### src/rtl/afd_pkg.sv
// ----------------------------------------------------------------------------
// afd_pkg
// Shared types and constants of the sync/length/type/checksum frame parser.
// ----------------------------------------------------------------------------
package afd_pkg;

    localparam logic [7:0] SYNC_BYTE = 8'h7E;
    localparam logic [7:0] BYTE_MASK = 8'hFF;

    localparam int BYTE_W   = 8;
    localparam int LENGTH_W = 16;
    localparam int POS_W    = LENGTH_W + 1;
    localparam int STATUS_W = 3;

    localparam int S_TDATA_W = BYTE_W;
    localparam int S_TUSER_W = 1;
    localparam int M_TDATA_W = 2 * BYTE_W + 2 * LENGTH_W;
    localparam int M_TUSER_W = STATUS_W + 1;

    typedef enum logic [STATUS_W-1:0] {
        ST_BUSY     = 3'd0,
        ST_DONE     = 3'd1,
        ST_CHECKSUM = 3'd2,
        ST_LENGTH   = 3'd3,
        ST_LINE     = 3'd4
    } status_t;

    typedef struct packed {
        logic              line_error;
        logic [BYTE_W-1:0] rx_byte;
    } in_word_t;

    typedef struct packed {
        logic                data_valid;
        status_t             status;
        logic [LENGTH_W-1:0] data_index;
        logic [BYTE_W-1:0]   data_byte;
        logic [LENGTH_W-1:0] frame_length;
        logic [BYTE_W-1:0]   frame_type;
    } result_t;

endpackage

### src/rtl/afd_parser.sv
// ----------------------------------------------------------------------------
// afd_parser
// Frame parse state and the per-byte update that forms one result word.
// ----------------------------------------------------------------------------
module afd_parser
(
    input  logic              clk,
    input  logic              rst_n,
    input  logic              advance,
    input  afd_pkg::in_word_t in_word,
    output afd_pkg::result_t  result
);
    import afd_pkg::*;

    logic [POS_W-1:0]    pos_reg, pos_next;
    logic [LENGTH_W-1:0] length_reg, length_next;
    logic [BYTE_W-1:0]   type_reg, type_next;
    logic [BYTE_W-1:0]   sum_reg, sum_next;
    logic [POS_W-1:0]    last_pos;
    logic [POS_W-1:0]    payload_pos;
    logic [BYTE_W-1:0]   check_sum;

    assign last_pos    = {1'b0, length_reg} + POS_W'(3);
    assign payload_pos = pos_reg - POS_W'(4);
    assign check_sum   = sum_reg + in_word.rx_byte + BYTE_W'(1);

    always_comb
    begin
        pos_next    = pos_reg;
        length_next = length_reg;
        type_next   = type_reg;
        sum_next    = sum_reg;
        result      = '0;
        result.status = ST_BUSY;

        if (in_word.line_error)
        begin
            result.status = ST_LINE;
            pos_next      = '0;
        end
        else
        begin
            case (pos_reg)
                POS_W'(0):
                begin
                    if (in_word.rx_byte == SYNC_BYTE)
                    begin
                        pos_next = POS_W'(1);
                    end
                end
                POS_W'(1):
                begin
                    length_next = {in_word.rx_byte, 8'h00};
                    pos_next    = POS_W'(2);
                end
                POS_W'(2):
                begin
                    length_next = {length_reg[LENGTH_W-1:BYTE_W], in_word.rx_byte};
                    if ({length_reg[LENGTH_W-1:BYTE_W], in_word.rx_byte} == '0)
                    begin
                        result.status = ST_LENGTH;
                        pos_next      = '0;
                    end
                    else
                    begin
                        pos_next = POS_W'(3);
                    end
                end
                POS_W'(3):
                begin
                    type_next = in_word.rx_byte;
                    sum_next  = in_word.rx_byte;
                    pos_next  = POS_W'(4);
                end
                default:
                begin
                    if (pos_reg > last_pos)
                    begin
                        result.status = ST_LENGTH;
                        pos_next      = '0;
                    end
                    else if (pos_reg < last_pos)
                    begin
                        result.data_byte  = in_word.rx_byte;
                        result.data_index = payload_pos[LENGTH_W-1:0];
                        result.data_valid = 1'b1;
                        sum_next          = sum_reg + in_word.rx_byte;
                        pos_next          = pos_reg + POS_W'(1);
                    end
                    else
                    begin
                        result.status = (check_sum != '0) ? ST_CHECKSUM : ST_DONE;
                        pos_next      = '0;
                    end
                end
            endcase
        end

        result.frame_type   = type_next;
        result.frame_length = length_next;
    end

    always_ff @(posedge clk or negedge rst_n)
    begin
        if (!rst_n)
        begin
            pos_reg    <= '0;
            length_reg <= '0;
            type_reg   <= '0;
            sum_reg    <= '0;
        end
        else if (advance)
        begin
            pos_reg    <= pos_next;
            length_reg <= length_next;
            type_reg   <= type_next;
            sum_reg    <= sum_next;
        end
    end

endmodule

### src/rtl/afd_out_stage.sv
// ----------------------------------------------------------------------------
// afd_out_stage
// Result register with handshake toward the master-side stream.
// ----------------------------------------------------------------------------
module afd_out_stage
(
    input  logic             clk,
    input  logic             rst_n,
    input  logic             load,
    input  afd_pkg::result_t result,
    output logic             ready,
    output logic             valid,
    input  logic             taken,
    output afd_pkg::result_t word
);
    import afd_pkg::*;

    logic    valid_reg;
    result_t word_reg;

    assign ready = !valid_reg || taken;
    assign valid = valid_reg;
    assign word  = word_reg;

    always_ff @(posedge clk or negedge rst_n)
    begin
        if (!rst_n)
        begin
            valid_reg <= 1'b0;
        end
        else if (ready)
        begin
            valid_reg <= load;
        end
    end

    always_ff @(posedge clk)
    begin
        if (ready && load)
        begin
            word_reg <= result;
        end
    end

endmodule

### src/rtl/api_frame_deframer.sv
// ----------------------------------------------------------------------------
// api_frame_deframer
// Serial frame parser: sync 0x7E, 16-bit big-endian length, type byte,
// length-1 payload bytes and a checksum byte.
//
// Input stream s_axis: one received byte per word in tdata, the receiver's
// line-error flag in tuser. Output stream m_axis: one result word for every
// input word, carrying status, the current frame type and length, and the
// payload byte with its index when tuser marks it valid.
// Path: the accepted word is held in the input register; its result is then
// registered in the result register for m_axis. Throughput: 1 word per cycle
// unless m_axis stalls; the parse step is one pass of logic between the registers.
// Reset: parser returns to hunting for sync, length and type read zero, both
// registers empty.
// Stall: when m_axis_tready is low the result register holds its word, the
// input register fills behind it, and s_axis_tready drops once both are full.
// Status codes: 0 in progress, 1 frame complete, 2 checksum error,
// 3 length error, 4 line error.
// ----------------------------------------------------------------------------
module api_frame_deframer
(
    input  logic                           clk,
    input  logic                           rst_n,
    input  logic                           s_axis_tvalid,
    output logic                           s_axis_tready,
    input  logic [afd_pkg::S_TDATA_W-1:0]  s_axis_tdata,  // rx_byte
    input  logic [afd_pkg::S_TUSER_W-1:0]  s_axis_tuser,  // line_error
    output logic                           m_axis_tvalid,
    input  logic                           m_axis_tready,
    // frame_type, frame_length, data_byte, data_index
    output logic [afd_pkg::M_TDATA_W-1:0]  m_axis_tdata,
    output logic [afd_pkg::M_TUSER_W-1:0]  m_axis_tuser   // status, data_valid
);
    import afd_pkg::*;

    logic     in_valid_reg;
    in_word_t in_word_reg;
    logic     out_ready;
    logic     advance;
    result_t  result;
    result_t  out_word;

    assign advance       = in_valid_reg && out_ready;
    assign s_axis_tready = !in_valid_reg || out_ready;

    always_ff @(posedge clk or negedge rst_n)
    begin
        if (!rst_n)
        begin
            in_valid_reg <= 1'b0;
        end
        else if (s_axis_tready)
        begin
            in_valid_reg <= s_axis_tvalid;
        end
    end

    always_ff @(posedge clk)
    begin
        if (s_axis_tready && s_axis_tvalid)
        begin
            in_word_reg.rx_byte    <= s_axis_tdata;
            in_word_reg.line_error <= s_axis_tuser[0];
        end
    end

    afd_parser u_parser
    (
        .clk     (clk),
        .rst_n   (rst_n),
        .advance (advance),
        .in_word (in_word_reg),
        .result  (result)
    );

    afd_out_stage u_out_stage
    (
        .clk    (clk),
        .rst_n  (rst_n),
        .load   (in_valid_reg),
        .result (result),
        .ready  (out_ready),
        .valid  (m_axis_tvalid),
        .taken  (m_axis_tready),
        .word   (out_word)
    );

    assign m_axis_tdata = {out_word.data_index, out_word.data_byte,
                           out_word.frame_length, out_word.frame_type};
    assign m_axis_tuser = {out_word.data_valid, out_word.status};

endmodule
### config.mk
export PLATFORM = sky130hd
export DESIGN_NAME = api_frame_deframer
export DESIGN_NICKNAME = d
export VERILOG_FILES = /design/src/rtl/afd_pkg.sv /design/src/rtl/afd_parser.sv /design/src/rtl/afd_out_stage.sv /design/src/rtl/api_frame_deframer.sv
export SDC_FILE = /design/constraint.sdc
export NUM_CORES = 1
export LEC_CHECK = 0
export ABC_AREA = 1
export BUFFER_PORTS_ARGS = -buffer_cell sky130_fd_sc_hd__buf_4
export CAP_MARGIN = 40
export CORE_ASPECT_RATIO = 0.5
export CORE_MARGIN = 5
export CORE_UTILIZATION = 44
export DETAILED_ROUTE_END_ITERATION = 10
export GPL_TIMING_DRIVEN = 0
export SLEW_MARGIN = 15
export SYNTH_ARGS = -nofsm -noshare
export SYNTH_HDL_FRONTEND = slang
export SYNTH_HIERARCHICAL = 1
export SYNTH_SLANG_ARGS = --single-unit
### constraint.sdc
create_clock -name clk -period 9.1 [get_ports clk]
set_input_delay 0.455 -clock clk [delete_from_list [all_inputs] [get_ports clk]]
set_output_delay 0.455 -clock clk [all_outputs]
set_load 0.01 [all_outputs]
* Word-level counts from Yosys, hierarchy flattened *
Index checks and enable logic that the tools add are counted.

storage, ports and cells
  bits in registers = 112
  latch bits = 0
  bits in writable memories = 0
  bits in read-only memories = 0
  input port bits = 13
  output and inout bits = 54
  word-level logic and storage cells = 65
  memories = 0

operators by class
  add/sub/neg operators = 5
  $mul = 0
  divide/modulo/power cells = 0
  order comparisons = 2
  eq/ne operators = 6
  shift operators = 0
  mux-type cells = 19
  bitwise gates (word level) = 3
  reduce and logical (&&, ||, !) cells = 16

operators with widths
  operator                                                              count
  17-bit 2-to-1 mux                                                     4
  17-bit case mux with 4 select lines                                   1
  17-bit by 2-bit == test with 1-bit output, second input constant      2
  8-bit 2-to-1 mux                                                      4
  16-bit case mux with 2 select lines                                   1
  16-bit by 2-bit adder with 17-bit output, second input constant       1
  17-bit by 1-bit adder with 17-bit output, second input constant       1
  17-bit by 1-bit == test with 1-bit output, second input constant      1
  17-bit > comparator                                                   1
  17-bit logical NOT                                                    1
  17-bit less-than comparator                                           1
  16-bit logical NOT                                                    1
  16-bit 2-to-1 mux                                                     1
  8-bit case mux with 2 select lines                                    1
  16-bit by 3-bit subtractor with 16-bit output, second input constant  1
  8-bit by 1-bit adder with 8-bit output, second input constant         1
  8-bit adder                                                           1
  8-bit by 7-bit == test with 1-bit output, second input constant       1
  8-bit nonzero test                                                    1
  7-bit OR reduction                                                    1
  2-bit 2-to-1 mux                                                      3
  3-bit 2-to-1 mux                                                      2
  3-bit case mux with 2 select lines                                    1
  3-bit OR reduction                                                    2
  other kinds (11)                                                      16

* Longest topological paths before layout *
Gate-level depths: netlist of the first run.

  depth after elaboration = 7
  mapped depth = 22
  mapped depth without buffers = 22

* Hierarchy *
Netlist of the first run, hierarchy kept.

by module, submodules not included
  module              instances  cells an instance  area each (um^2)
  afd_parser          1          675                4581.9
  afd_out_stage       1          58                 1606.5
  api_frame_deframer  1          17                 322.8

* Worst setup path after synthesis of the first run *
No wires, ideal clock.

  path kind = input -> register
  from = input port m_axis_tready
  to = register u_out_stage.word_reg (netlist bit u_out_stage/word[0]) (enable)
  library setup time = 479 ps
  data arrival time = 3017 ps
  slack = 5604 ps
  stages = 2
  path buffers = 0
  path through = inv_1 -> a21oi_1

on the way
  cells in the longest elaborated chain, start to end = 2

ends and longest elaborated chain
  what                  line                      RTL
  from (decl)           api_frame_deframer.sv:29  input logic m_axis_tready,
  1-bit logical OR      afd_out_stage.sv:21       assign ready = !valid_reg || taken;
  1-bit logical AND     afd_out_stage.sv:39       if (ready && load)
  to (signal assigned)  afd_out_stage.sv:41       word_reg <= result;
  to (decl)             afd_out_stage.sv:19       result_t word_reg;

Every way passes these cells.
A chain may end at the register's enable or synchronous reset.

* Worst setup path in the final report of the first run *
  from = register u_parser.length_reg[0]
  to = register u_out_stage.word_reg (netlist bit u_out_stage/word[44]), data pin

on the way
  cells in the longest elaborated chain, start to end = 4
  elaborated cells on any way between the ends = 5

ends and longest elaborated chain
  what                                          line               RTL
  from (decl)                                   afd_parser.sv:16   logic [LENGTH_W-1:0] length_reg, length_next;
  from (signal assigned)                        afd_parser.sv:115  length_reg <= length_next;
  16-bit by 2-bit adder with 17-bit output (*)  afd_parser.sv:23   assign last_pos = {1'b0, length_reg} + POS_W'(3);
  17-bit less-than comparator                   afd_parser.sv:82   else if (pos_reg < last_pos)
  1-bit NOT (no line)                           --
  7-bit OR reduction (no line) (*)              --

Every way passes the cells marked *; elsewhere a longest branch is shown, timed or not.

==> results.yml, run 1 <==
drt:
  post-route-drc-count: 0
  ant_nets: 0
  drt_first_iter_violations: 401
  num_vias: 5290
  drt-wirelength-per-cell_um: 15.90
  vias_per_cell: 5.126
  firstDrtPassIters: 5
  detail_route.wirelength_mm: 16.41
final_layout:
  drive_gt1_share_pct: 16.07
  n_fill_cell: 1315
  fin_area_um2: 7640
  final_core_util_pct: 52.81
  nNetsFinal: 875
  syn_to_final_growth_pct: 17.33
  final_cells: 1032
  largest_register_ffs: 52
  n_antenna_cell: 0
logic_synthesis:
  synthFlopType: "edfxtp_1"
  syn_inst: 750
  synthMuxAreaShare_pct: 0
  syn_area_um2: 6511
  synth_top_cell_area_share_pct: 28.13
  synth_compound_area_share_pct: 8.647
  ys_seq_area_share_pct: 47.73
  synth_area_leader_cell: "edfxtp_1"
  syn-num-nets: 796
  synthArstFlopShare_pct: 45.54
  ys_seq_elements: 112
  synth_common_cells: "nand2_1 (177), inv_1 (83), nor2_1 (81)"
  synthSimpleGateAreaFrac_pct: 25.40
  synth_edf_count: 61
  yosys.area_share.adder_pct: 6.457
  yosysUniqueCellTypes: 40
  synth.avg_cell_area_um2: 8.682
  ys_warn_count: 6
  synth_most_common_cell: "nand2_1"
  synth_top_family_by_area: "simple AND/OR/NAND/NOR gates"
  synthXorXnorAreaFrac_pct: 4.708
  synthTopCellsByArea: "edfxtp_1 (28%), dfrtp_1 (20%), nand2_1 (10%)"
power_and_ir_drop:
  p_leak_nw: 3.474
  swShare_pct: 40.87
  comb_power_share_pct: 42.5
  vdd_ir_drop_max_mv: 0.1064
  power.switching_uw: 835.2
  p_clk_share_pct: 20.4
  seqPwrFrac_pct: 37.1
  power.density_nw_per_um2: 267.4
  p_int_mw: 1.208
floorplanning:
  die_x_um: 182.0
  row_count: 31
  dieHeight_um: 96.02
  start_util_pct: 45.01
  core_um2: 14470
  die-area_um2: 17480
  ios: 67
clock_tree:
  root_buffer: "clkbuf_16"
  htree_num_levels: 3
  post_cts.repair.setup_buffers: 0
  clockBufferDepth: 2
  numCtsBuffers: 9
  ctsResizeCount: 0
  hold_buffers: 0
  cts_tree: "done"
  clock-sinks: 112
  clk_pin_slew_worst_paths_ps: 80
  clk_latency_ps: 360
sta:
  finalCritPeriodShare_pct: 43.52
  slew_violations: 0
  slew_headroom_pct: 46.04
  hold_slack_ps: 137.0
  hold_viol_final: 0
  rsz0062_at_grt: "false"
  fin_skew_ps: 14.43
  fin_crit_ps: 3960
  setup_viol: 0
  worst_pin_slew_ps: 809.4
  max_freq_mhz: 252.5
  tns_ps: 0
placement:
  place.gp.congestion: 0.9050
  place_inst: 1016
  io_buffers: 66
  dpl.hpwl_mm: 12.36
  postPlaceCellArea_um2: 7321
critical_path:
  slowest_stage: "nor2_2"
  critPathLaunchType: "flip-flop"
  critPathKind: "reg -> reg"
  cp_cell_sequence: "inv_1 -> ha_1 -> nor2_1 -> nand4_1 -> nor2_1 -> nand3_1 -> nor4_1 -> inv_1 -> nand2_1 -> nand2_1 -> ha_1 -> nand2_1 -> nand2_1 -> nand2_1 -> nand2_1 -> a21oi_1 -> nand3_1 -> nor2_2 -> nand2_2 -> buf_4 -> nor2_1"
  critPathMostFrequentCell: "nand2_1"
  critical-path-max-stage-delay_ps: 420
  critPathCaptureType: "flip-flop"
  worst_ep_required_time_ps: 9320
  critPathMaxFanout: 10
  cp_data_arrival_time_ps: 4180
  rr_worst_depth: 21
global_route:
  grt-ovfl-total: 0
  grt_first_pass_wirelength_mm: 26.68
  antenna_found_initial: 0
  grt_pass1_vias: 5136
  grtUsageTotal_pct: 19.43
  grt_max_degree: 52
worst_hold_path:
  hold_path.class: "in -> async"
status:
  status: "complete, no violations"
job:
  max_cap_violations: 0
## power groups by stage
stage	clock network, mW	logic (mW)	registers [mW]
floorplan	0	0.579	0.778
global placement	0	0.848	0.769
detailed placement	0	0.864	0.769
CTS	0.426	0.871	0.758
global route	0.447	0.985	0.772
finish	0.416	0.869	0.758
## placed cells by master, fill, tap and decap left out, types with 31 or more instances in the layout
| cell type | synthesis | layout |
|---|---|---|
| inv_1 | 83 | 83 |
| buf_4 | 3 | 69 |
| dfrtp_1 | 51 | 51 |
| xor2_1 | 31 | 31 |
| nor2_1 | 81 | 81 |
| nand2_1 | 177 | 177 |
| ha_1 | 32 | 32 |
| edfxtp_1 | 61 | 61 |
| o21ai_0 | 47 | 47 |
| nand3_1 | 52 | 52 |
## per-stage QoR
step | setup slack, ps | total power, mW
after floorplan | 5604 | 1.357
after global placement | 4184 | 1.617
after detailed placement | 5148 | 1.633
after CTS | 5104 | 2.056
after global routing | 4713 | 2.203
final | 5140 | 2.043
## worst max-delay path, delay by kind of cell, from the launching register on
family,cells,cell delay (ps)
compound gates,1,110
fa+ha+maj,2,550
buf+inv,3,450
flops,1,350
simple gates,15,2350
## layout make-up
cell class / instances / area [µm²] / area share, %
Multi-Input combinational cell: 531 / 2955 / 38.68
Clock buffer: 9 / 225.2 / 2.948
Timing Repair Buffer: 68 / 550.5 / 7.206
Tap cell: 198 / 247.7 / 3.243
Clock inverter: 7 / 93.84 / 1.228
Sequential cell: 112 / 3108 / 40.68
Buffer: 21 / 136.4 / 1.785
Inverter: 86 / 322.8 / 4.225
## metal layers
metal	global-route usage, %	part of all wire [%]
met1	26.98	48
met2	32.19	46
met3	3.398	5.1
met4	4.557	1.1
met5	0	0
## worst paths after layout
kind,slack (ps),endpoint,start
max in group asynchronous,8460,u_parser/pos_reg[16],rst_n
worst max register to register,5140,u_out_stage/word[44],u_parser/length_reg[0]
worst min-delay path,140,u_parser/sum_reg[7],rst_n
worst min register to register,490,u_parser/sum_reg[2],u_parser/sum_reg[2]
min in group clk,260,in_word_reg[7],s_axis_tdata[7]
worst max-delay path,5140,u_out_stage/word[44],u_parser/length_reg[0]
## kinds of logic after synthesis
group	after synthesis
fa+ha+maj	33
buf+inv	107
simple gates	369
xor+xnor	35
flops	112
compound gates	94
Note: power is estimated with default switching activity, not from simulation.
==> run 2, diff against run 1 <==
==> constraint.sdc (replaced) <==
create_clock -name clk -period 3.44 [get_ports clk]
set_input_delay 0.172 -clock clk [delete_from_list [all_inputs] [get_ports clk]]
set_output_delay 0.172 -clock clk [all_outputs]
set_load 0.01 [all_outputs]
==> run 2 against run 1 <==
  * Die area unchanged
  * Fmax up 23%
  * Wire length up 2.1%
  * Hold slack worse by 120 ps
  * Count of clock-buffer cells in the layout unchanged
  * Global-route usage up 0.22 points
  * Via count up 1.8%
  * Non-clock buffer count up 20
  * Cell area up 4.0%
  * Clock skew about the same
  * Utilization up 2.1 points
  * Sequential power rose to 2.7 times the previous value
  * Highest routed layer unchanged
==> results.yml, run 2 (same netlist as run 1, synthesis figures left out) <==
final_layout:
  n_fill_cell: 1343
  final_cell_mix: "nand2_1 (173), inv_1 (79), buf_4 (77), nor2_1 (73), edfxtp_1 (61)"
  final_cells: 1052
  drive_gt1_share_pct: 19.79
  final_core_util_pct: 54.93
  mostFrequentLayoutCell: "nand2_1"
  nNetsFinal: 895
  multi_input_area_um2: 3075
  largest_register_ffs: 52
  seq_area_um2: 3108
  syn_to_final_growth_pct: 22.06
  n_antenna_cell: 0
sta:
  tns_ps: 0
  fin_crit_ps: 3219
  worst_pin_slew_ps: 817.1
  rsz0062_at_grt: "true"
  hold_viol_final: 0
  setup_slack_ps: 221.1
  slew_headroom_pct: 45.53
  finalCritPeriodShare_pct: 93.57
  setup_viol: 0
  fin_skew_ps: 14.49
  slew_violations: 0
  max_freq_mhz: 310.7
drt:
  vias_per_cell: 5.118
  firstDrtPassIters: 5
  detail_route.wirelength_mm: 16.76
  num_vias: 5384
  drt-wirelength-per-cell_um: 15.93
  post-route-drc-count: 0
  ant_nets: 0
  drt_first_iter_violations: 417
floorplanning:
  core_um2: 14470
  start_util_pct: 45.01
  dieHeight_um: 96.02
  row_count: 31
  die-area_um2: 17480
  ios: 67
  die_x_um: 182.0
critical_path:
  critPathLaunchType: "flip-flop"
  cp_data_arrival_time_ps: 3430
  critPathKind: "reg -> reg"
  critPathMaxFanout: 8
  worst_ep_required_time_ps: 3650
  critPathCaptureType: "flip-flop"
clock_tree:
  cts_tree: "done"
  htree_num_levels: 3
  clk_pin_slew_worst_paths_ps: 90
  clockBufferDepth: 2
  numCtsBuffers: 9
  clock-sinks: 112
  root_buffer: "clkbuf_16"
  clk_latency_ps: 360
status:
  status: "complete, no violations"
placement:
  dpl.hpwl_mm: 12.35
  place_inst: 1016
  place_ws_ps: -544.2
  io_buffers: 66
  place.gp.congestion: 0.9109
worst_hold_path:
  hold_path.class: "in -> reg"
global_route:
  grt_first_pass_wirelength_mm: 26.81
  grt_pass1_vias: 5203
  grt_max_degree: 52
  grtUsageTotal_pct: 19.64
  antenna_found_initial: 0
  grt-ovfl-total: 0
power_and_ir_drop:
  vdd_ir_drop_max_mv: 0.2943
  power.density_nw_per_um2: 716.6
  power_mw: 5.696
  p_leak_nw: 3.591
job:
  max_cap_violations: 0
## run 2: through the flow
step                      area [µm²]  hold WS (ps)
after global routing            7948         14.62
after CTS                       7787         4.605
after detailed placement        7313         281.7
after floorplan                 6515        -123.6
after global placement          7258         264.1
final                           7948         19.88
## run 2: final cells by class
cell class / instances / area share (%)
sequential: 112 / 39.11
multi-input combinational: 531 / 38.70
timing repair buffer: 88 / 9.084
inverter: 86 / 4.109
tap: 198 / 3.117
clock buffer: 9 / 2.834
buffer: 21 / 1.779
clock inverter: 7 / 1.275
## run 2: power breakdown
group / leakage (nW) / internal [mW] / switching [mW] / total (mW)
Clock: 0.157 / 0.539 / 0.584 / 1.12
Combinational: 2.15 / 1.01 / 1.55 / 2.57
Sequential: 1.28 / 1.81 / 0.194 / 2.01
Total: 3.59 / 3.36 / 2.33 / 5.70
## run 2: worst paths after layout
| kind | cells past startpoint | slack [ps] | to | startpoint |
|---|---|---|---|---|
| worst max-delay path | 19 | 220 | u_out_stage/word[31] | u_parser/length_reg[1] |
| worst min-delay path | 3 | 20 | in_valid_reg | s_axis_tvalid |
| worst max register to register | 19 | 220 | u_out_stage/word[31] | u_parser/length_reg[1] |
| worst min register to register | 2 | 490 | u_parser/sum_reg[3] | u_parser/sum_reg[3] |
| max in group asynchronous | 2 | 2550 | u_parser/pos_reg[2] | rst_n |
| min in group asynchronous | 2 | 400 | u_parser/sum_reg[5] | rst_n |
## run 2: layer usage
metal	track usage, %	vias up	wire (µm)
li1	-	2686	-
met1	27.15	2545	7865
met2	32.59	138	7820
met3	3.586	15	933
met4	4.619	0	143
met5	0	-	0
## run 2: critical path, cell delays in order, from the launching register on
cell and delay [ps]:
dfrtp_1 350, inv_2 70, ha_4 170, nor2_4 80, nand4_1 140, nor2_2 180
nand3_2 130, nor4_4 270, nand3_1 130, ha_1 350, nand2_2 110, inv_1 50
nand2_1 50, nand2_1 60, a21oi_2 150, nand3_4 150, nor2_4 190, buf_6 160
clkinvlp_4 170, nor2_1 130
## run 2: repair_timing
item / CTS / global route
setup buffers: 2 / 8
cloned: 0 / 0
pin swaps: 2 / 12
resized for setup: 7 / 27
setup endpoints to repair: 48 / 52
hold buffers: 10 / 0
endpoints found under the hold margin: 60 / 0
==> run 3, diff against run 2 <==
--- a/config.mk
+++ b/config.mk
@@ -11,8 +11,8 @@
 export CORE_ASPECT_RATIO = 0.5
 export CORE_MARGIN = 5
 export CORE_UTILIZATION = 44
+export CTS_CLUSTER_DIAMETER = 120
 export DETAILED_ROUTE_END_ITERATION = 10
-export GPL_TIMING_DRIVEN = 0
 export SLEW_MARGIN = 15
 export SYNTH_ARGS = -nofsm -noshare
 export SYNTH_HDL_FRONTEND = slang
==> run 3 against run 2 <==
  * Flip-flop and latch count unchanged
  * Non-clock buffer count decreased by 27
  * Combinational power decreased by 8.6%
  * Largest power group unchanged
==> results.yml, run 3 (same netlist as run 1, synthesis figures left out) <==
status:
  status: "complete, no violations"
critical_path:
  cp_cell_sequence: "inv_1 -> ha_2 -> nor2_2 -> nand4_1 -> nor2_2 -> nand3_2 -> nor3_2 -> xor2_1 -> ha_1 -> nand2_1 -> inv_1 -> nand2_1 -> nand2_1 -> a21oi_2 -> nand3_2 -> nor2_4 -> buf_6 -> clkinvlp_4 -> nor2_2"
  cp_num_buf_inv: 4
  critical-path-max-stage-delay_ps: 340
  critPathKind: "reg -> reg"
  crit_family: "simple AND/OR/NAND/NOR gates"
  critPathCaptureType: "flip-flop"
  rr_worst_depth: 19
  cp.depth: 19
  slowest_stage: "dfrtp_1"
  worst_ep_required_time_ps: 3660
  critPathLaunchType: "flip-flop"
  critPathMaxFanout: 8
  cp_data_arrival_time_ps: 3500
final_layout:
  mostFrequentLayoutCell: "nand2_1"
  largest_register_ffs: 52
  final_cells: 1025
  nNetsFinal: 868
  final_cell_mix: "nand2_1 (177), inv_1 (82), nor2_1 (76), buf_4 (71), edfxtp_1 (61)"
  drive_gt1_share_pct: 16.44
  fin_area_um2: 7670
  syn_to_final_growth_pct: 17.79
  n_antenna_cell: 0
drt:
  detail_route.wirelength_mm: 16.36
  ant_nets: 0
  drt-wirelength-per-cell_um: 15.96
  num_vias: 5321
  firstDrtPassIters: 5
  vias_per_cell: 5.191
  post-route-drc-count: 0
  drt_first_iter_violations: 475
floorplanning:
  die_x_um: 182.0
  dieHeight_um: 96.02
  core_um2: 14470
  start_util_pct: 45.01
  ios: 67
  row_count: 31
  die-area_um2: 17480
sta:
  slew_violations: 0
  worst_pin_slew_ps: 812.4
  hold_viol_final: 0
  tns_ps: 0
  setup_viol: 0
  slew_headroom_pct: 45.84
  fin_skew_ps: 15.61
  max_freq_mhz: 305.1
  fin_crit_ps: 3277
  rsz0062_at_grt: "true"
  finalCritPeriodShare_pct: 95.28
clock_tree:
  clk_latency_ps: 360
  clk_pin_slew_worst_paths_ps: 90
  root_buffer: "clkbuf_16"
  cts_tree: "done"
  clockBufferDepth: 2
  clock-sinks: 112
  post_cts.repair.setup_buffers: 0
  numCtsBuffers: 9
  htree_num_levels: 3
global_route:
  grtUsageTotal_pct: 19.00
  grt_first_pass_wirelength_mm: 26.01
  grt_pass1_vias: 4972
  grt-ovfl-total: 0
  antenna_found_initial: 0
  grt_max_degree: 52
power_and_ir_drop:
  p_leak_nw: 3.461
  power.switching_mw: 2.249
  comb_power_share_pct: 43.0
  swShare_pct: 41.14
  seqPwrFrac_pct: 36.8
  p_clk_share_pct: 20.2
  p_int_mw: 3.218
  power.density_nw_per_um2: 712.9
  vdd_ir_drop_max_mv: 0.3126
  power_mw: 5.468
placement:
  place.gp.congestion: 0.8776
  io_buffers: 66
  dpl.hpwl_mm: 11.99
  postPlaceCellArea_um2: 7174
  place_inst: 999
worst_hold_path:
  hold_path.class: "in -> reg"
  whs_path_depth: 3
job:
  max_cap_violations: 0
run 3: changes by cell type in the layout (fill, tap and decap cells not counted), moves of 2 or more:
cell and change:
nor2_1 +3, buf_4 -6, inv_1 +3, inv_2 -3, nor2_4 -2, nand2_2 -5, buf_6 -6, ha_4 -2
buf_2 -7, clkbuf_1 -4, nand2_1 +4
run 3: final cells by class:
type                            instances  area [µm²]
Sequential cell                       112        3108
Fill cell                            1373        6798
Inverter                               86       326.6
Clock buffer                            9       225.2
Multi-Input combinational cell        531        3024
Clock inverter                          7       93.84
Timing Repair Buffer                   82       644.4
Tap cell                              198       247.7
run 3: metal layers:
layer	wire (µm)	up-vias	GRT usage (%)	share of wire [%]
li1	-	2635	-	-
met1	7661	2533	26.69	47
met2	7659	143	31.73	47
met3	928	10	3.322	5.7
met4	112	0	3.246	0.68
met5	0	-	0	0
run 3: tightest hold or removal path, stage by stage:
cell	delay, ps
buf_4	80
inv_1	40
nand2_1	60
run 3: what timing repair did:
action | CTS | global route
resized for setup | 0 | 18
hold endpoints to repair | 60 | 0
hold buffers | 10 | 0
endpoints found under the setup margin | 0 | 52
run 3: path summary, 6_finish.rpt:
kind	start	to	slack, ps
setup reg to reg	u_parser/length_reg[0]	u_out_stage/word[27]	160
min in group asynchronous	rst_n	in_valid_reg	410
hold reg to reg	u_parser/sum_reg[3]	u_parser/sum_reg[3]	500
setup / recovery	u_parser/length_reg[0]	u_out_stage/word[27]	160
max in group asynchronous	rst_n	u_parser/pos_reg[2]	2540
hold / removal	s_axis_tvalid	in_valid_reg	30
run 3: through the flow:
step,setup WS (ps),utilization [%],hold WS (ps)
3_3_place_gp,203.1,49.59,266.5
6_report,162.5,53.01,28.62
2_1_floorplan,410.6,-,-123.6
5_1_grt,-37.18,53.01,26.70
3_5_place_dp,6.349,49.59,257.5
4_1_cts,6.555,52.49,21.35
run 3: power groups by stage:
| stage | Clock, mW | Sequential (mW) | Combinational (mW) |
|---|---|---|---|
| 2_1_floorplan | 0 | 2.05 | 1.53 |
| 3_3_place_gp | 0 | 2.03 | 2.23 |
| 3_5_place_dp | 0 | 2.04 | 2.26 |
| 4_1_cts | 1.13 | 2.01 | 2.28 |
| 5_1_grt | 1.18 | 2.04 | 2.66 |
| 6_report | 1.10 | 2.01 | 2.35 |
